==> src/rtl/stfe_pkg.sv <==
// Shared constants, training ROM tables and helper functions for the spike threshold extractor.
package stfe_pkg;

  // Block dimensions.
  localparam int CHANNELS    = 64;
  localparam int LEVELS      = 3;
  localparam int COUNT_WIDTH = 12;

  // Port field widths.
  localparam int CH_IN_W    = 6;
  localparam int SAMPLE_W   = 16;
  localparam int FIDX_W     = 8;
  localparam int FVAL_W     = 16;
  localparam int SIGMA_W    = 8;
  localparam int CFG_IDX_W  = 2;

  // Configuration register indexes.
  localparam logic [CFG_IDX_W-1:0] REG_SIGMA_LOW  = 2'd0;
  localparam logic [CFG_IDX_W-1:0] REG_SIGMA_MID  = 2'd1;
  localparam logic [CFG_IDX_W-1:0] REG_SIGMA_HIGH = 2'd2;
  localparam int SIGMA_REGS = 3;

  localparam logic [SIGMA_W-1:0] SIGMA_LOW_RESET  = 8'd48;
  localparam logic [SIGMA_W-1:0] SIGMA_MID_RESET  = 8'd64;
  localparam logic [SIGMA_W-1:0] SIGMA_HIGH_RESET = 8'd80;

  // Derived widths.
  localparam int CH_AW   = (CHANNELS > 1) ? $clog2(CHANNELS) : 1;
  localparam int LVL_W   = (LEVELS > 1) ? $clog2(LEVELS) : 1;
  localparam int ROW_W   = LEVELS * COUNT_WIDTH;
  localparam int MAG_W   = SAMPLE_W + 1;
  localparam int THR_W   = SIGMA_W + 16;
  localparam int DIFF_W  = COUNT_WIDTH + 9;
  localparam int PROD_W  = DIFF_W + 17;
  localparam int Q_W     = PROD_W - 16;

  // First feature index that carries the last level of a run.
  localparam logic [FIDX_W-1:0] LAST_BASE = FIDX_W'((LEVELS - 1) * CHANNELS);

  // Training tables cover 64 channels and 3 levels.
  localparam int ROM_CH     = 64;
  localparam int ROM_LV     = 3;
  localparam int ROM_CH_W   = 6;
  localparam int ROM_ADDR_W = 8;

  localparam longint QI_NUM = 64'd65536000000;

  typedef logic [LEVELS-1:0][COUNT_WIDTH-1:0] count_row_t;

  // Micro-units to Q8.8, rounded to nearest.
  function automatic logic [15:0] qd(input longint u);
    return 16'((u * 256 + 500000) / 1000000);
  endfunction

  // Table address for a level and channel; levels above the trained ones reuse the top level.
  function automatic logic [ROM_ADDR_W-1:0] rom_addr(input logic [LVL_W-1:0] lvl,
                                                     input logic [CH_IN_W-1:0] ch);
    int l;
    l = (int'(lvl) < ROM_LV) ? int'(lvl) : ROM_LV - 1;
    return ROM_ADDR_W'(l * ROM_CH + int'(ch[ROM_CH_W-1:0]));
  endfunction

  localparam logic [15:0] DEV_ROM [ROM_CH] = '{
    qd(20298405), qd(22462172), qd(21739756), qd(25051172),
    qd(19765423), qd(20307899), qd(25570288), qd(21579393),
    qd(22996510), qd(24847061), qd(23753981), qd(21673481),
    qd(25781212), qd(24577623), qd(19569157), qd(22714901),
    qd(22350138), qd(25650391), qd(25125837), qd(20648691),
    qd(22774551), qd(25506161), qd(26347424), qd(25485119),
    qd(21127657), qd(22593182), qd(20331587), qd(23872692),
    qd(24270782), qd(22835041), qd(21272261), qd(20669004),
    qd(23986588), qd(25591860), qd(23556793), qd(19685074),
    qd(20843586), qd(24842119), qd(25459375), qd(24482803),
    qd(23969755), qd(23472115), qd(19928993), qd(24721952),
    qd(25802179), qd(19781519), qd(23407574), qd(24860622),
    qd(19330820), qd(22719198), qd(22345249), qd(24027863),
    qd(22243345), qd(24570818), qd(26009296), qd(24696100),
    qd(21563696), qd(23315105), qd(23492218), qd(24907070),
    qd(22085670), qd(21834814), qd(25990767), qd(20744581)
  };

  localparam logic [15:0] MEAN_ROM [ROM_CH*ROM_LV] = '{
    qd(15685611), qd(26608480), qd(23329424), qd(38542477),
    qd(13320252), qd(15976094), qd(40938656), qd(22171854),
    qd(29305819), qd(37691025), qd(32667419), qd(22849045),
    qd(41961060), qd(36480377), qd(12381597), qd(27800482),
    qd(26202677), qd(41447754), qd(38862125), qd(17458878),
    qd(27990828), qd(40774620), qd(43872803), qd(40562172),
    qd(20138475), qd(27400541), qd(16025410), qd(33355286),
    qd(35358894), qd(28532251), qd(20884228), qd(17721996),
    qd(34021049), qd(41141483), qd(31762291), qd(12846790),
    qd(18764997), qd(37829197), qd(40622913), qd(36219517),
    qd(33918961), qd(31355434), qd(14088408), qd(37284317),
    qd(41995789), qd(13466997), qd(31181326), qd(37839874),
    qd(11202676), qd(28046459), qd(26009022), qd(33990829),
    qd(25752970), qd(36578861), qd(42781837), qd(37159676),
    qd(21963163), qd(30865284), qd(31672981), qd(37853405),
    qd(24871599), qd(23775221), qd(42706360), qd(18063900),
    qd(10333784), qd(18261013), qd(16025410), qd(25402346),
    qd(8321606),  qd(10631333), qd(26778229), qd(15274395),
    qd(19987070), qd(24838671), qd(22005262), qd(15703653),
    qd(27309877), qd(24193956), qd(7655089),  qd(19005413),
    qd(18009022), qd(27046761), qd(25607277), qd(11797925),
    qd(19113216), qd(26684710), qd(28490904), qd(26562773),
    qd(13777778), qd(18741993), qd(10712073), qd(22386257),
    qd(23585627), qd(19481131), qd(14301609), qd(11987370),
    qd(22749962), qd(26841827), qd(21420538), qd(8015036),
    qd(12807398), qd(24988123), qd(26555405), qd(24063900),
    qd(22741241), qd(21225531), qd(9122538),  qd(24690271),
    qd(27352428), qd(8553601),  qd(21112764), qd(24950384),
    qd(6603669),  qd(19179371), qd(17844835), qd(22724703),
    qd(17584423), qd(24263119), qd(27791309), qd(24568186),
    qd(15038190), qd(20915953), qd(21390467), qd(25016388),
    qd(17058939), qd(16362202), qd(27782740), qd(12276650),
    qd(7627424),  qd(13115622), qd(11476019), qd(18956697),
    qd(6233499),  qd(7787400),  qd(20307472), qd(10983461),
    qd(14400241), qd(18543528), qd(16044655), qd(11298451),
    qd(20755676), qd(17928581), qd(5738986),  qd(13694933),
    qd(12894301), qd(20560968), qd(19192753), qd(8598256),
    qd(13786198), qd(20163584), qd(22047060), qd(20092617),
    qd(9958954),  qd(13464441), qd(7835664),  qd(16297850),
    qd(17285521), qd(13989926), qd(10319050), qd(8698091),
    qd(16622913), qd(20367764), qd(15577207), qd(5996241),
    qd(9269584),  qd(18651781), qd(20094271), qd(17811007),
    qd(16604271), qd(15389265), qd(6751165),  qd(18341602),
    qd(20852955), qd(6362652),  qd(15285069), qd(18597204),
    qd(5010976),  qd(13757480), qd(12826643), qd(16648624),
    qd(12662758), qd(18003910), qd(21298151), qd(18245678),
    qd(10864983), qd(15134416), qd(15488197), qd(18627424),
    qd(12267930), qd(11708916), qd(21293640), qd(8896256)
  };

  // Reciprocal deviations in Q0.16, rounded to nearest.
  localparam logic [15:0] INV_ROM [ROM_CH*ROM_LV] = '{
    16'((QI_NUM + 18191763 / 2) / 18191763), 16'((QI_NUM + 20244968 / 2) / 20244968),
    16'((QI_NUM + 19546118 / 2) / 19546118), 16'((QI_NUM + 21780008 / 2) / 21780008),
    16'((QI_NUM + 16925415 / 2) / 16925415), 16'((QI_NUM + 17365368 / 2) / 17365368),
    16'((QI_NUM + 21177618 / 2) / 21177618), 16'((QI_NUM + 20224771 / 2) / 20224771),
    16'((QI_NUM + 20438295 / 2) / 20438295), 16'((QI_NUM + 21930269 / 2) / 21930269),
    16'((QI_NUM + 21179695 / 2) / 21179695), 16'((QI_NUM + 19591692 / 2) / 19591692),
    16'((QI_NUM + 21828548 / 2) / 21828548), 16'((QI_NUM + 22969292 / 2) / 22969292),
    16'((QI_NUM + 15422401 / 2) / 15422401), 16'((QI_NUM + 21149147 / 2) / 21149147),
    16'((QI_NUM + 20286938 / 2) / 20286938), 16'((QI_NUM + 21253248 / 2) / 21253248),
    16'((QI_NUM + 21969234 / 2) / 21969234), 16'((QI_NUM + 18089228 / 2) / 18089228),
    16'((QI_NUM + 22952213 / 2) / 22952213), 16'((QI_NUM + 21771219 / 2) / 21771219),
    16'((QI_NUM + 21457684 / 2) / 21457684), 16'((QI_NUM + 21828251 / 2) / 21828251),
    16'((QI_NUM + 19031542 / 2) / 19031542), 16'((QI_NUM + 21259468 / 2) / 21259468),
    16'((QI_NUM + 18069740 / 2) / 18069740), 16'((QI_NUM + 21133158 / 2) / 21133158),
    16'((QI_NUM + 21509619 / 2) / 21509619), 16'((QI_NUM + 20265467 / 2) / 20265467),
    16'((QI_NUM + 19803974 / 2) / 19803974), 16'((QI_NUM + 17809914 / 2) / 17809914),
    16'((QI_NUM + 22968887 / 2) / 22968887), 16'((QI_NUM + 21598808 / 2) / 21598808),
    16'((QI_NUM + 22355989 / 2) / 22355989), 16'((QI_NUM + 15909631 / 2) / 15909631),
    16'((QI_NUM + 18886637 / 2) / 18886637), 16'((QI_NUM + 21482899 / 2) / 21482899),
    16'((QI_NUM + 21468498 / 2) / 21468498), 16'((QI_NUM + 22618111 / 2) / 22618111),
    16'((QI_NUM + 21605556 / 2) / 21605556), 16'((QI_NUM + 21928602 / 2) / 21928602),
    16'((QI_NUM + 16836626 / 2) / 16836626), 16'((QI_NUM + 21929855 / 2) / 21929855),
    16'((QI_NUM + 22115938 / 2) / 22115938), 16'((QI_NUM + 16282793 / 2) / 16282793),
    16'((QI_NUM + 21008196 / 2) / 21008196), 16'((QI_NUM + 22103706 / 2) / 22103706),
    16'((QI_NUM + 14593416 / 2) / 14593416), 16'((QI_NUM + 20620222 / 2) / 20620222),
    16'((QI_NUM + 20135286 / 2) / 20135286), 16'((QI_NUM + 23551311 / 2) / 23551311),
    16'((QI_NUM + 20698746 / 2) / 20698746), 16'((QI_NUM + 22340530 / 2) / 22340530),
    16'((QI_NUM + 21584255 / 2) / 21584255), 16'((QI_NUM + 21792974 / 2) / 21792974),
    16'((QI_NUM + 21297247 / 2) / 21297247), 16'((QI_NUM + 20777351 / 2) / 20777351),
    16'((QI_NUM + 21789530 / 2) / 21789530), 16'((QI_NUM + 21658014 / 2) / 21658014),
    16'((QI_NUM + 21408495 / 2) / 21408495), 16'((QI_NUM + 19772276 / 2) / 19772276),
    16'((QI_NUM + 21563169 / 2) / 21563169), 16'((QI_NUM + 18470993 / 2) / 18470993),
    16'((QI_NUM + 13594925 / 2) / 13594925), 16'((QI_NUM + 14713108 / 2) / 14713108),
    16'((QI_NUM + 14304099 / 2) / 14304099), 16'((QI_NUM + 15001314 / 2) / 15001314),
    16'((QI_NUM + 12793591 / 2) / 12793591), 16'((QI_NUM + 13004782 / 2) / 13004782),
    16'((QI_NUM + 14492745 / 2) / 14492745), 16'((QI_NUM + 14749949 / 2) / 14749949),
    16'((QI_NUM + 14694764 / 2) / 14694764), 16'((QI_NUM + 15094151 / 2) / 15094151),
    16'((QI_NUM + 14973563 / 2) / 14973563), 16'((QI_NUM + 14382947 / 2) / 14382947),
    16'((QI_NUM + 14873932 / 2) / 14873932), 16'((QI_NUM + 15829131 / 2) / 15829131),
    16'((QI_NUM + 11840421 / 2) / 11840421), 16'((QI_NUM + 15128487 / 2) / 15128487),
    16'((QI_NUM + 14708593 / 2) / 14708593), 16'((QI_NUM + 14621587 / 2) / 14621587),
    16'((QI_NUM + 15133408 / 2) / 15133408), 16'((QI_NUM + 13515504 / 2) / 13515504),
    16'((QI_NUM + 16285362 / 2) / 16285362), 16'((QI_NUM + 14937003 / 2) / 14937003),
    16'((QI_NUM + 14659839 / 2) / 14659839), 16'((QI_NUM + 14974978 / 2) / 14974978),
    16'((QI_NUM + 14044764 / 2) / 14044764), 16'((QI_NUM + 15235609 / 2) / 15235609),
    16'((QI_NUM + 13657270 / 2) / 13657270), 16'((QI_NUM + 14922446 / 2) / 14922446),
    16'((QI_NUM + 15108807 / 2) / 15108807), 16'((QI_NUM + 14564578 / 2) / 14564578),
    16'((QI_NUM + 14461169 / 2) / 14461169), 16'((QI_NUM + 13288880 / 2) / 13288880),
    16'((QI_NUM + 15942496 / 2) / 15942496), 16'((QI_NUM + 14819059 / 2) / 14819059),
    16'((QI_NUM + 15689116 / 2) / 15689116), 16'((QI_NUM + 12088410 / 2) / 12088410),
    16'((QI_NUM + 14043472 / 2) / 14043472), 16'((QI_NUM + 14840352 / 2) / 14840352),
    16'((QI_NUM + 14662546 / 2) / 14662546), 16'((QI_NUM + 15678202 / 2) / 15678202),
    16'((QI_NUM + 15155654 / 2) / 15155654), 16'((QI_NUM + 15444760 / 2) / 15444760),
    16'((QI_NUM + 12784846 / 2) / 12784846), 16'((QI_NUM + 15212642 / 2) / 15212642),
    16'((QI_NUM + 15066474 / 2) / 15066474), 16'((QI_NUM + 12426658 / 2) / 12426658),
    16'((QI_NUM + 14840106 / 2) / 14840106), 16'((QI_NUM + 15266517 / 2) / 15266517),
    16'((QI_NUM + 11372702 / 2) / 11372702), 16'((QI_NUM + 14854069 / 2) / 14854069),
    16'((QI_NUM + 14563771 / 2) / 14563771), 16'((QI_NUM + 16258026 / 2) / 16258026),
    16'((QI_NUM + 14905855 / 2) / 14905855), 16'((QI_NUM + 15443290 / 2) / 15443290),
    16'((QI_NUM + 14699476 / 2) / 14699476), 16'((QI_NUM + 15081415 / 2) / 15081415),
    16'((QI_NUM + 15459086 / 2) / 15459086), 16'((QI_NUM + 14839217 / 2) / 14839217),
    16'((QI_NUM + 15339760 / 2) / 15339760), 16'((QI_NUM + 14988008 / 2) / 14988008),
    16'((QI_NUM + 15440960 / 2) / 15440960), 16'((QI_NUM + 14430024 / 2) / 14430024),
    16'((QI_NUM + 14668025 / 2) / 14668025), 16'((QI_NUM + 13757895 / 2) / 13757895),
    16'((QI_NUM + 10661610 / 2) / 10661610), 16'((QI_NUM + 11118814 / 2) / 11118814),
    16'((QI_NUM + 10920627 / 2) / 10920627), 16'((QI_NUM + 11549815 / 2) / 11549815),
    16'((QI_NUM + 10213261 / 2) / 10213261), 16'((QI_NUM + 10217992 / 2) / 10217992),
    16'((QI_NUM + 11281211 / 2) / 11281211), 16'((QI_NUM + 11224424 / 2) / 11224424),
    16'((QI_NUM + 11116843 / 2) / 11116843), 16'((QI_NUM + 11696676 / 2) / 11696676),
    16'((QI_NUM + 11402411 / 2) / 11402411), 16'((QI_NUM + 10994255 / 2) / 10994255),
    16'((QI_NUM + 11582550 / 2) / 11582550), 16'((QI_NUM + 12098734 / 2) / 12098734),
    16'((QI_NUM + 9567594 / 2) / 9567594),   16'((QI_NUM + 11437461 / 2) / 11437461),
    16'((QI_NUM + 11145898 / 2) / 11145898), 16'((QI_NUM + 11447211 / 2) / 11447211),
    16'((QI_NUM + 11649822 / 2) / 11649822), 16'((QI_NUM + 10488624 / 2) / 10488624),
    16'((QI_NUM + 12257290 / 2) / 12257290), 16'((QI_NUM + 11604843 / 2) / 11604843),
    16'((QI_NUM + 11615788 / 2) / 11615788), 16'((QI_NUM + 11647099 / 2) / 11647099),
    16'((QI_NUM + 10821732 / 2) / 10821732), 16'((QI_NUM + 11484796 / 2) / 11484796),
    16'((QI_NUM + 10675017 / 2) / 10675017), 16'((QI_NUM + 11359497 / 2) / 11359497),
    16'((QI_NUM + 11491159 / 2) / 11491159), 16'((QI_NUM + 11042858 / 2) / 11042858),
    16'((QI_NUM + 11027085 / 2) / 11027085), 16'((QI_NUM + 10331665 / 2) / 10331665),
    16'((QI_NUM + 12058995 / 2) / 12058995), 16'((QI_NUM + 11557966 / 2) / 11557966),
    16'((QI_NUM + 11918956 / 2) / 11918956), 16'((QI_NUM + 9719776 / 2) / 9719776),
    16'((QI_NUM + 10827259 / 2) / 10827259), 16'((QI_NUM + 11486478 / 2) / 11486478),
    16'((QI_NUM + 11430188 / 2) / 11430188), 16'((QI_NUM + 12000022 / 2) / 12000022),
    16'((QI_NUM + 11520167 / 2) / 11520167), 16'((QI_NUM + 11747769 / 2) / 11747769),
    16'((QI_NUM + 10183382 / 2) / 10183382), 16'((QI_NUM + 11654526 / 2) / 11654526),
    16'((QI_NUM + 11766397 / 2) / 11766397), 16'((QI_NUM + 9952143 / 2) / 9952143),
    16'((QI_NUM + 11285550 / 2) / 11285550), 16'((QI_NUM + 11715734 / 2) / 11715734),
    16'((QI_NUM + 9356391 / 2) / 9356391),   16'((QI_NUM + 11189957 / 2) / 11189957),
    16'((QI_NUM + 11071066 / 2) / 11071066), 16'((QI_NUM + 12333899 / 2) / 12333899),
    16'((QI_NUM + 11262832 / 2) / 11262832), 16'((QI_NUM + 11791668 / 2) / 11791668),
    16'((QI_NUM + 11475060 / 2) / 11475060), 16'((QI_NUM + 11662204 / 2) / 11662204),
    16'((QI_NUM + 11740227 / 2) / 11740227), 16'((QI_NUM + 11251074 / 2) / 11251074),
    16'((QI_NUM + 11594770 / 2) / 11594770), 16'((QI_NUM + 11589977 / 2) / 11589977),
    16'((QI_NUM + 11705737 / 2) / 11705737), 16'((QI_NUM + 10932086 / 2) / 10932086),
    16'((QI_NUM + 11461974 / 2) / 11461974), 16'((QI_NUM + 10619514 / 2) / 10619514)
  };

endpackage

==> src/rtl/spike_threshold_feature_extractor_core.sv <==
// Top level of the multi-threshold spike crossing counter with z-score feature output.
//
//   Channel   Handshake            Payload                                  Beat
//   -------   ------------------   --------------------------------------   -------------------
//   in        in_valid / in_stall  channel, sample, bin_end                 one sample
//   out       out_valid/out_stall  feature_index, feature_value, last_of_run one feature
//   cfg       cfg_write            cfg_index, cfg_data                      one register write
//
// Samples that do not end a bin are taken one per cycle unless a bin-end beat waits at
// the update stage. A bin-end beat yields LEVELS output beats, one per cycle while the
// output is not stalled; the next bin-end beat waits until the last level issues, since
// the single shared z-score multiplier serves all levels. Reset clears the row valid bits,
// so input is taken right after reset with no clearing pass. Output stalls back up the
// feature pipeline; a bin-end beat then waits at the update stage and holds the input.
module spike_threshold_feature_extractor_core
  import stfe_pkg::*;
(
  input  logic                       clk,
  input  logic                       rst,
  // Sample input.
  input  logic                       in_valid,
  output logic                       in_stall,
  input  logic [CH_IN_W-1:0]         channel,
  input  logic signed [SAMPLE_W-1:0] sample,
  input  logic                       bin_end,
  // Feature output.
  output logic                       out_valid,
  input  logic                       out_stall,
  output logic [FIDX_W-1:0]          feature_index,
  output logic signed [FVAL_W-1:0]   feature_value,
  output logic                       last_of_run,
  // Configuration writes.
  input  logic                       cfg_write,
  input  logic [CFG_IDX_W-1:0]       cfg_index,
  input  logic [SIGMA_W-1:0]         cfg_data
);

  // ---------------------------------------------------------------------------
  // Sigma level registers (unsigned Q4.4).
  // ---------------------------------------------------------------------------
  logic [SIGMA_W-1:0] sigma [SIGMA_REGS];

  always_ff @(posedge clk) begin
    if (rst) begin
      sigma[0] <= SIGMA_LOW_RESET;
      sigma[1] <= SIGMA_MID_RESET;
      sigma[2] <= SIGMA_HIGH_RESET;
    end else if (cfg_write) begin
      unique case (cfg_index)
        REG_SIGMA_LOW:  sigma[0] <= cfg_data;
        REG_SIGMA_MID:  sigma[1] <= cfg_data;
        REG_SIGMA_HIGH: sigma[2] <= cfg_data;
        default: ;
      endcase
    end
  end

  // ---------------------------------------------------------------------------
  // Accept stage: threshold compare against the live sample, counter row read.
  // The threshold is sigma times the channel deviation, both Q.12 after the
  // multiply; the magnitude is shifted up by eight bits to line up with it.
  // ---------------------------------------------------------------------------
  logic                  in_take;
  logic                  in_range;
  logic [MAG_W-1:0]      mag;
  logic [15:0]           dev;
  logic [LEVELS-1:0]     hit;
  logic [CH_AW-1:0]      in_addr;

  always_comb begin
    in_take  = in_valid && !in_stall;
    in_range = int'(channel) < CHANNELS;
    in_addr  = CH_AW'(channel);
    mag      = sample[SAMPLE_W-1] ? (MAG_W'(1 << SAMPLE_W) - {1'b0, sample})
                                  : {1'b0, sample};
    dev      = DEV_ROM[channel[ROM_CH_W-1:0]];
    for (int l = 0; l < LEVELS; l++) begin
      logic [THR_W-1:0] thr;
      thr    = sigma[(l < SIGMA_REGS) ? l : SIGMA_REGS - 1] * dev;
      hit[l] = {mag, 8'd0} > {1'b0, thr};
    end
  end

  // Counter store: one row per channel holding every level's count.
  logic              ram_we;
  logic [CH_AW-1:0]  ram_waddr;
  count_row_t        ram_wdata;
  logic [ROW_W-1:0]  ram_rdata;

  stfe_ram #(
    .WIDTH (ROW_W),
    .DEPTH (CHANNELS)
  ) u_count_ram (
    .clk     (clk),
    .wr_en   (ram_we),
    .wr_addr (ram_waddr),
    .wr_data (ram_wdata),
    .rd_en   (in_take),
    .rd_addr (in_addr),
    .rd_data (ram_rdata)
  );

  // A row that has never been written reads as zero.
  logic [CHANNELS-1:0] row_valid;

  // ---------------------------------------------------------------------------
  // Update stage: merge the read row with a forwarded write, bump the counters
  // and write the row back (zeroed when the bin closes).
  // ---------------------------------------------------------------------------
  logic                 s1_valid;
  logic                 s1_in_range;
  logic                 s1_bin_end;
  logic [CH_IN_W-1:0]   s1_ch;
  logic [LEVELS-1:0]    s1_hit;
  logic                 s1_row_ok;
  logic                 s1_fwd;
  count_row_t           s1_fwd_row;

  logic                 s1_go;
  logic                 job_free;
  logic                 job_load;
  count_row_t           cur_row;
  count_row_t           new_row;

  always_comb begin
    if (s1_fwd) begin
      cur_row = s1_fwd_row;
    end else if (s1_row_ok) begin
      cur_row = count_row_t'(ram_rdata);
    end else begin
      cur_row = '0;
    end
    for (int l = 0; l < LEVELS; l++) begin
      new_row[l] = cur_row[l] + COUNT_WIDTH'(s1_hit[l] && (cur_row[l] != '1));
    end
    // Only an in-range bin-end beat needs the feature unit; everything else retires at once.
    s1_go     = !s1_bin_end || !s1_in_range || job_free;
    in_stall  = s1_valid && !s1_go;
    ram_we    = s1_valid && s1_in_range && s1_go;
    ram_waddr = CH_AW'(s1_ch);
    ram_wdata = s1_bin_end ? '0 : new_row;
    job_load  = ram_we && s1_bin_end;
  end

  always_ff @(posedge clk) begin
    if (rst) begin
      s1_valid  <= 1'b0;
      row_valid <= '0;
    end else begin
      if (in_take) begin
        s1_valid <= 1'b1;
      end else if (s1_go) begin
        s1_valid <= 1'b0;
      end
      if (ram_we) begin
        row_valid[ram_waddr] <= 1'b1;
      end
    end
  end

  // The row written back in the same cycle as a new read of that row is
  // forwarded, since the memory returns the old contents.
  always_ff @(posedge clk) begin
    if (in_take) begin
      s1_in_range <= in_range;
      s1_bin_end  <= bin_end;
      s1_ch       <= channel;
      s1_hit      <= hit;
      s1_row_ok   <= row_valid[in_addr];
      s1_fwd      <= ram_we && (ram_waddr == in_addr);
      s1_fwd_row  <= ram_wdata;
    end
  end

  // ---------------------------------------------------------------------------
  // Feature sequencer: walks the levels of one finished bin, one per cycle unless stalled.
  // ---------------------------------------------------------------------------
  logic                  job_busy;
  logic [LVL_W-1:0]      job_lvl;
  logic [CH_IN_W-1:0]    job_ch;
  count_row_t            job_cnt;
  logic                  job_issue;
  logic                  job_last;

  logic                  e1_valid;
  logic signed [DIFF_W-1:0] e1_diff;
  logic [15:0]           e1_inv;
  logic [FIDX_W-1:0]     e1_index;
  logic                  e1_last;

  logic                  e2_valid;
  logic signed [PROD_W-1:0] e2_prod;
  logic [FIDX_W-1:0]     e2_index;
  logic                  e2_last;

  logic                  out_rdy;
  logic                  e2_rdy;
  logic                  e1_rdy;

  always_comb begin
    out_rdy   = !out_valid || !out_stall;
    e2_rdy    = !e2_valid || out_rdy;
    e1_rdy    = !e1_valid || e2_rdy;
    job_issue = job_busy && e1_rdy;
    job_last  = int'(job_lvl) == LEVELS - 1;
    job_free  = !job_busy || (job_issue && job_last);
  end

  always_ff @(posedge clk) begin
    if (rst) begin
      job_busy <= 1'b0;
    end else if (job_load) begin
      job_busy <= 1'b1;
    end else if (job_issue && job_last) begin
      job_busy <= 1'b0;
    end
  end

  always_ff @(posedge clk) begin
    if (job_load) begin
      job_lvl <= '0;
      job_ch  <= s1_ch;
      job_cnt <= new_row;
    end else if (job_issue && !job_last) begin
      job_lvl <= job_lvl + 1'b1;
    end
  end

  // Stage one: difference against the training mean and reciprocal lookup.
  logic [ROM_ADDR_W-1:0] rom_a;
  logic [COUNT_WIDTH-1:0] cnt_sel;

  always_comb begin
    rom_a   = rom_addr(job_lvl, job_ch);
    cnt_sel = job_cnt[job_lvl];
  end

  always_ff @(posedge clk) begin
    if (rst) begin
      e1_valid <= 1'b0;
    end else if (e1_rdy) begin
      e1_valid <= job_issue;
    end
  end

  always_ff @(posedge clk) begin
    if (job_issue) begin
      e1_diff  <= DIFF_W'({1'b0, cnt_sel, 8'd0}) - DIFF_W'(MEAN_ROM[rom_a]);
      e1_inv   <= INV_ROM[rom_a];
      e1_index <= FIDX_W'(int'(job_lvl) * CHANNELS + int'(job_ch));
      e1_last  <= job_last;
    end
  end

  // Stage two: Q.8 difference times Q0.16 reciprocal gives Q.24.
  always_ff @(posedge clk) begin
    if (rst) begin
      e2_valid <= 1'b0;
    end else if (e2_rdy) begin
      e2_valid <= e1_valid;
    end
  end

  always_ff @(posedge clk) begin
    if (e1_valid && e2_rdy) begin
      e2_prod  <= PROD_W'(e1_diff) * PROD_W'($signed({1'b0, e1_inv}));
      e2_index <= e1_index;
      e2_last  <= e1_last;
    end
  end

  // Stage three: round half up to Q7.8 and saturate into the output register.
  logic signed [PROD_W-1:0] rnd_sum;
  logic signed [Q_W-1:0]    rnd_q;
  logic [FVAL_W-1:0]        sat_val;

  always_comb begin
    rnd_sum = e2_prod + PROD_W'(32768);
    rnd_q   = rnd_sum[PROD_W-1:16];
    if (rnd_q > $signed(Q_W'(32767))) begin
      sat_val = 16'h7FFF;
    end else if (rnd_q < -$signed(Q_W'(32768))) begin
      sat_val = 16'h8000;
    end else begin
      sat_val = rnd_q[FVAL_W-1:0];
    end
  end

  always_ff @(posedge clk) begin
    if (rst) begin
      out_valid <= 1'b0;
    end else if (out_rdy) begin
      out_valid <= e2_valid;
    end
  end

  always_ff @(posedge clk) begin
    if (e2_valid && out_rdy) begin
      feature_index <= e2_index;
      feature_value <= sat_val;
      last_of_run   <= e2_last;
    end
  end

endmodule

==> src/rtl/stfe_ram.sv <==
// Generic single-clock RAM with one write port and one registered read port.
module stfe_ram #(
  parameter int WIDTH = 8,
  parameter int DEPTH = 16
) (
  input  logic                                     clk,
  input  logic                                     wr_en,
  input  logic [((DEPTH > 1) ? $clog2(DEPTH) : 1)-1:0] wr_addr,
  input  logic [WIDTH-1:0]                         wr_data,
  input  logic                                     rd_en,
  input  logic [((DEPTH > 1) ? $clog2(DEPTH) : 1)-1:0] rd_addr,
  output logic [WIDTH-1:0]                         rd_data
);

  logic [WIDTH-1:0] mem [DEPTH];

  always_ff @(posedge clk) begin
    if (wr_en) begin
      mem[wr_addr] <= wr_data;
    end
    if (rd_en) begin
      rd_data <= mem[rd_addr];
    end
  end

endmodule

==> config.mk <==
export PLATFORM = sky130hd
export DESIGN_NAME = spike_threshold_feature_extractor_core
export DESIGN_NICKNAME = d
export VERILOG_FILES = /design/src/rtl/stfe_pkg.sv /design/src/rtl/spike_threshold_feature_extractor_core.sv /design/src/rtl/stfe_ram.sv
export SDC_FILE = /design/constraint.sdc
export NUM_CORES = 2
export LEC_CHECK = 0
export BUFFER_PORTS_ARGS = -buffer_cell sky130_fd_sc_hd__buf_2
export CORE_ASPECT_RATIO = 0.75
export CORE_MARGIN = 3
export CORE_UTILIZATION = 29
export CTS_CLUSTER_SIZE = 40
export DETAILED_ROUTE_END_ITERATION = 12
export PLACE_DENSITY = 0.48
export REMOVE_ABC_BUFFERS = 1
export SETUP_SLACK_MARGIN = 0.4
export SLEW_MARGIN = 10
export SYNTH_ARGS = -nofsm -noshare
export SYNTH_HDL_FRONTEND = slang
export SYNTH_HIERARCHICAL = 1
export SYNTH_SLANG_ARGS = --single-unit
==> constraint.sdc <==
create_clock -name clk -period 19.51 [get_ports clk]
set_input_delay 0.9755 -clock clk [delete_from_list [all_inputs] [get_ports clk]]
set_output_delay 0.9755 -clock clk [all_outputs]
set_load 0.005 [all_outputs]
# Word-level counts from Yosys, hierarchy flattened
# Memories as Yosys holds them, arrays and structs flattened. A register that Yosys moved wholly into a read port is not among the register bits.
# Index checks and enable logic that the tools add are counted.
[word_totals]
ff_bits = 263
ramBits = 2328
mem_bits_ro = 9216
in_bits = 38
out_inout_bits = 27
elab_cells = 141
memories = 5
[mem_list]
columns = ["memory", "depth", "word_bits", "rd", "rd_clocked_by_memory_dff", "write_ports", "line", "source"]
rows = [
  ["(name not given)", 256, 16, 1, 1, 0, "spike_threshold_feature_extractor_core.sv:249", "e1_inv <= INV_ROM[rom_a];"],
  ["(name not given)", 256, 16, 1, 0, 0, "spike_threshold_feature_extractor_core.sv:248", "e1_diff <= DIFF_W'({1'b0, cnt_sel, 8'd0}) - DIFF_W'(MEAN_ROM[rom_a]);"],
  ["u_count_ram.mem", 64, 36, 1, 1, 1, "stfe_ram.sv:15", "logic [WIDTH-1:0] mem [DEPTH];"],
  ["(name not given)", 64, 16, 1, 0, 0, "spike_threshold_feature_extractor_core.sv:76", "dev = DEV_ROM[channel[ROM_CH_W-1:0]];"],
  ["sigma", 3, 8, 3, 0, 3, "spike_threshold_feature_extractor_core.sv:41", "logic [SIGMA_W-1:0] sigma [SIGMA_REGS];"],
]
[op_classes]
add_sub_neg = 9
multipliers = 4
n_lt_le_gt_ge = 12
eq_ne = 7
muxes = 39
bitwise = 6
n_reduce_logical = 31
[ops]
columns = ["cell", "n"]
rows = [
  ["36-bit two-way mux", 3],
  ["16-bit two-way mux", 5],
  ["25-bit by 24-bit > comparator with 1-bit output", 3],
  ["8-bit by 16-bit multiplier with 24-bit output", 3],
  ["64-bit OR", 1],
  ["38-bit by 17-bit adder with 38-bit output (second input constant)", 1],
  ["21-bit by 17-bit multiplier with 38-bit output", 1],
  ["12-bit by 1-bit adder with 12-bit output", 3],
  ["12-bit != test (second input constant)", 3],
  ["12-bit binary-select mux with 2-bit select", 1],
  ["8-bit two-way mux", 3],
  ["22-bit by 16-bit > comparator with 1-bit output (second input constant)", 1],
  ["22-bit by 16-bit < comparator with 1-bit output (second input constant)", 1],
  ["1-bit two-way mux", 22],
  ["20-bit by 16-bit subtractor with 21-bit output", 1],
  ["17-bit two-way mux", 1],
  ["17-bit by 16-bit subtractor with 17-bit output (first input constant)", 1],
  ["8-bit by 6-bit adder with 8-bit output", 2],
  ["1-bit logical AND", 14],
  ["6-bit by 7-bit < comparator with 1-bit output (second input constant)", 2],
  ["12-bit two-way mux", 1],
  ["9-bit greater-or-equal comparator (second input constant)", 1],
  ["1-bit logical NOT", 9],
  ["8-bit NOT with 9-bit output", 1],
  ["16 further kinds", 24],
]

# Longest topological paths before layout
[depth]
word_depth = 13
mapped_depth = 39
depth_no_buf = 35

# Cells and area by module
# Netlist, hierarchy kept.
[modules_own_cells]
columns = ["mod", "n_inst", "cells_per_inst", "area_per_inst_um2"]
rows = [
  ["stfe_ram", 1, 3780, 88333.5],
  ["spike_threshold_feature_extractor_core", 1, 4760, 41503.6],
]

# Least setup slack after synthesis
# Ideal clock, no wire load.
[synth_path]
path_kind = "input port to flip-flop"
start = "in channel[0]"
end = "reg s1_hit[2] (data pin)"
setup_ns = 0.270
t_arrival_ns = 8.707
slack_ns = 10.533
path_stages = 35
path_buffers = 4
path_cell_list = "buf_1 -> clkbuf_1 -> inv_1 -> ha_1 -> clkbuf_1 -> o211a_1 -> o311ai_1 -> nand2_1 -> clkbuf_1 -> nand2_1 -> fa_1 -> fa_1 -> inv_1 -> fa_1 -> inv_1 -> fa_1 -> inv_1 -> ha_1 -> o21a_1 -> o21ai_0 -> nand2b_1 -> a41oi_1 -> o2111ai_1 -> o211ai_1 -> a21boi_0 -> nor2_1 -> xor2_1 -> ha_1 -> a21o_1 -> a21oi_1 -> nor2b_1 -> o21ai_0 -> nand2b_1 -> a2111oi_0 -> o21ai_0"
[synth_between]
elab_chain_len = 6
[synth_rtl]
columns = ["item", "line", "source"]
rows = [
  ["from (decl)", "spike_threshold_feature_extractor_core.sv:23", "input logic [CH_IN_W-1:0] channel,"],
  ["6-bit NOT with 7-bit output (implied by the code)", "spike_threshold_feature_extractor_core.sv:76", ""],
  ["memory read 64 x 16 bit", "n/a", ""],
  ["16-bit two-way mux (implied by the code) (2 in a row)", "spike_threshold_feature_extractor_core.sv:76", ""],
  ["8-bit by 16-bit multiplier with 24-bit output", "spike_threshold_feature_extractor_core.sv:79", "thr = sigma[(l < SIGMA_REGS) ? l : SIGMA_REGS - 1] * dev;"],
  ["25-bit by 24-bit > comparator with 1-bit output", "spike_threshold_feature_extractor_core.sv:80", "hit[l] = {mag, 8'd0} > {1'b0, thr};"],
  ["net hit[2]", "spike_threshold_feature_extractor_core.sv:67", "logic [LEVELS-1:0] hit;"],
  ["to (signal assigned)", "spike_threshold_feature_extractor_core.sv:168", "s1_hit <= hit;"],
  ["to (decl)", "spike_threshold_feature_extractor_core.sv:114", "logic [LEVELS-1:0] s1_hit;"],
]
# The timed path passes the listed nets, and every way through them passes these cells. The select of a mux whose other input is x is not followed.
# A chain may end at the register's enable or synchronous reset.

# Worst setup path in the final report
[layout_path]
start = "in channel[0]"
end = "reg s1_hit[0] (data pin)"
# Same word-level chain as after synthesis.

==> metrics.md <==
| Metric | Value |
|---|---|
| Status | completed |
| Area of the multi-input gates | 47,490 um2 |
| Worst Path Required | just over 20 ns |
| Final setup fails | 0 |
| H-Tree Depth | 4 |
| Vias in the first global route | 77,760 |
| RSZ-0062 raised after global routing | no |
| Register Area | 78,110 um2 |
| CP Launch Type | primary input |
| CP Max Fanout | 37 |
| Initial drt markers | 8,624 |
| Clock buffer depth | 4 |
| Global Route Usage Sum | 0.1810 |
| Clk Latency, worst-skew pair | approximately 0.97 ns |
| Overflow after GRT | 0 |
| Max-cap violation count | 0 |
| Top Ports | 65 |
| Yosys top cell by area | edfxtp_1 |
| Final wirelength | 420,000 um |
| Placed inst area | 138,000 um2 |
| CP Class | in2reg |
| Final Cell Area | approximately 150,000 um2 |
| CTS Root Cell | clkbuf_16 |
| Yosys cell types | 90 |
| Gpl congestion | 0.9363 |
| Die Ht | 585.5 um |
| CTS buffer count | ~250 |
| CP peak stage delay | ~0.85 ns |
| Final slew viol count | 0 |
| Hold EP | sigma[0][5]$_SDFFCE_PP1P_ |
| Worst r2r dst | e2_prod[37]$_DFFE_PP_ |
| Antenna Violating Nets Remaining | 0 |
| Hold Vio Cnt, Final | 0 |
| Share of the core filled with cells | 0.3277 |
| Worst reg2reg path depth | 20 |
| Sequential area share after synthesis | 0.6016 |
| Hold path cells | 2 |
| Worst-margin pin slew | 1.383 ns |
| Leakage power | 50.00 nW |
| # Post-CTS Setup Buffers | 0 |
| Clk slew on worst S/H paths | 0.06 ns |
| Post_cts resized | 0 |
| PwrDens | 146.7 nW/um2 |
| Final min period | 9.210 ns |
| Mean Syn Cell Area | about 15 um2 |
| First-pass GRT wire length | 596,900 um |
| Mapped Area | 129,800 um2 |
| FP Rows | 212 |
| Min-delay src | cfg_data[5] |
| Commonest cells in the netlist | edfxtp_1 (2,554), inv_1 (693), mux4_2 (589), fa_1 (467), nand2_1 (442) |
| Area Growth Syn to Fin | 12.40% |
| Slowest cell on crit path | o311ai_1 |
| Slew HR | 0.05427 |
| Reg2reg start | e1_inv[7]$_DFFE_PP_ |
| Avg Vias per Cell | between 5 and 6 |
| Largest net degree at the start of global routing | 94 |
| Vias | around 77,000 |
| Total power | 21.41 mW |
| Post-CTS Hold Buffers | 0 |
| Crit path capture type | flop |
| Antenna violations before repair | 28 |
| EDFF count, synth | 2,554 |
| Post-synthesis cell count | 8,540 |
| Reg-to-reg slack, setup | 12.29 ns |
| Worst min path class | in2reg |
| Max frequency | roughly 0.11 GHz |
| Die footprint | ~460,000 um2 |
| Clock Sinks | 2,625 |
| PortBufs | 64 |
| Worst VDD drop | around 0.00031 V |
| CTS tree | yes |
| Final TNS setup | 0 ns |
| Synth top area share | 0.5907 |
| Crit path arrival time | about 9.8 ns |
| Fin cells | 14,730 |
| Filler Cells Inserted | 43,120 |
| Ys Warns | 6 |
| Die Width | 778.6 um |
| Ys flop type | edfxtp_1 |
| DP Cell Count | 14,260 |
| Tcrit/Tclk final | 0.4721 |
| Share of layout cells above drive strength 1 | 0.1658 |
| Wire per inst | roughly 29 um |
| Top cells by area, synth | edfxtp_1 (59%), mux4_2 (10%), fa_1 (7.2%), ha_1 (3.4%), inv_1 (2.0%) |
| Starting Density | 0.2915 |
| 1st-pass router iterations | 6 |
| Fin nets | ~9,500 |
| # DRC | 0 |
| Dpl hpwl | 260,200 um |
| Register bit total from synthesis | 2,625 |
| Final clock skew | 0.1637 ns |
| Core area | approximately 450,000 um2 |
| Count leader, synth | edfxtp_1 |
| Ys async rst share | 0 |
-- critical path, delay by kind of cell --
kind / cells / cell delay [ns]
compound gates: 12 / 3.44
xor+xnor: 1 / 0.15
fa+ha+maj: 7 / 3.26
buf+inv: 6 / 0.95
simple gates: 6 / 0.86
-- layout make-up --
| type | count | share of cell area |
|---|---|---|
| timing repair buffer | 341 | 0.01704 |
| sequential | 2625 | 0.5353 |
| antenna | 14 | 0.0002401 |
| tap | 5885 | 0.05046 |
| clock inverter | 143 | 0.008496 |
| inverter | 697 | 0.01794 |
| multi-input combinational | 4717 | 0.3254 |
| clock buffer | 308 | 0.04512 |
-- stage by stage --
stage	hold slack [ns]	setup slack [ns]
3_5_place_dp	0.4071	9.468
4_1_cts	0.3026	10.41
6_report	0.3915	10.30
2_1_floorplan	0.4003	10.95
3_3_place_gp	0.4062	9.194
5_1_grt	0.3318	9.710
-- power by group --
group          switching (mW)  leakage (nW)  total (mW)  internal, mW
Clock                    2.13          3.80        4.76          2.63
Combinational            5.70          22.3        9.83          4.13
Sequential              0.140          23.9        6.82          6.68
-- state kept, by name, summed over array words and instances (netlist names), 16 cells and up --
name                 count
e1_diff                 21
e2_prod                 23
feature_value           16
job_cnt                 36
row_valid               64
s1_fwd_row              36
sigma                   24
u_count_ram/mem       2304
u_count_ram/rd_data     36
-- cell families after synthesis --
| group | synth area share |
|---|---|
| DFF | 0.6016 |
| xor gates and xnor gates | 0.009916 |
| and+or+nand+nor | 0.06892 |
| adders and majority gates | 0.1063 |
| buffers and inverters | 0.03812 |
| AOI/OAI and AO/OA | 0.06513 |
| muxes | 0.1100 |
-- placed cells by master, fill, tap and decap left out, drive strengths merged, types with 92 or more instances in the layout --
cell,netlist,layout
edfxtp,2554,2554
inv,696,704
mux4,589,589
fa,467,467
nand2,442,442
nor2,413,413
ha,356,356
and2,343,343
buf,213,341
clkbuf,288,308
a21oi,293,293
o21ai,202,202
o22ai,138,138
nor2b,125,125
nand3,117,117
a22oi,112,112
clkinv,1,104
xnor2,97,97
mux2i,92,92
-- worst max path at each step --
stage | from | endpoint | slack [ns] | depth (start not counted)
final | channel[0] | s1_hit[0]$_DFFE_PP_ | 10.30 | 32
after global routing | channel[0] | s1_hit[0]$_DFFE_PP_ | 9.71 | 31
after CTS | channel[0] | s1_hit[0]$_DFFE_PP_ | 10.41 | 30
after detailed placement | channel[0] | s1_hit[0]$_DFFE_PP_ | 9.47 | 30
after global placement | channel[0] | s1_hit[2]$_DFFE_PP_ | 9.19 | 33
after floorplan | channel[1] | s1_hit[0]$_DFFE_PP_ | 10.95 | 27
-- per-layer routing --
layer	vias up	global-route usage	wire, um
met4	4	0.03887	9444
met5	-	0	23
li1	32420	-	-
met2	2993	0.2663	180000
met1	41450	0.2781	198000
met3	466	0.03158	32510
Power figures use the tool's default switching activity.
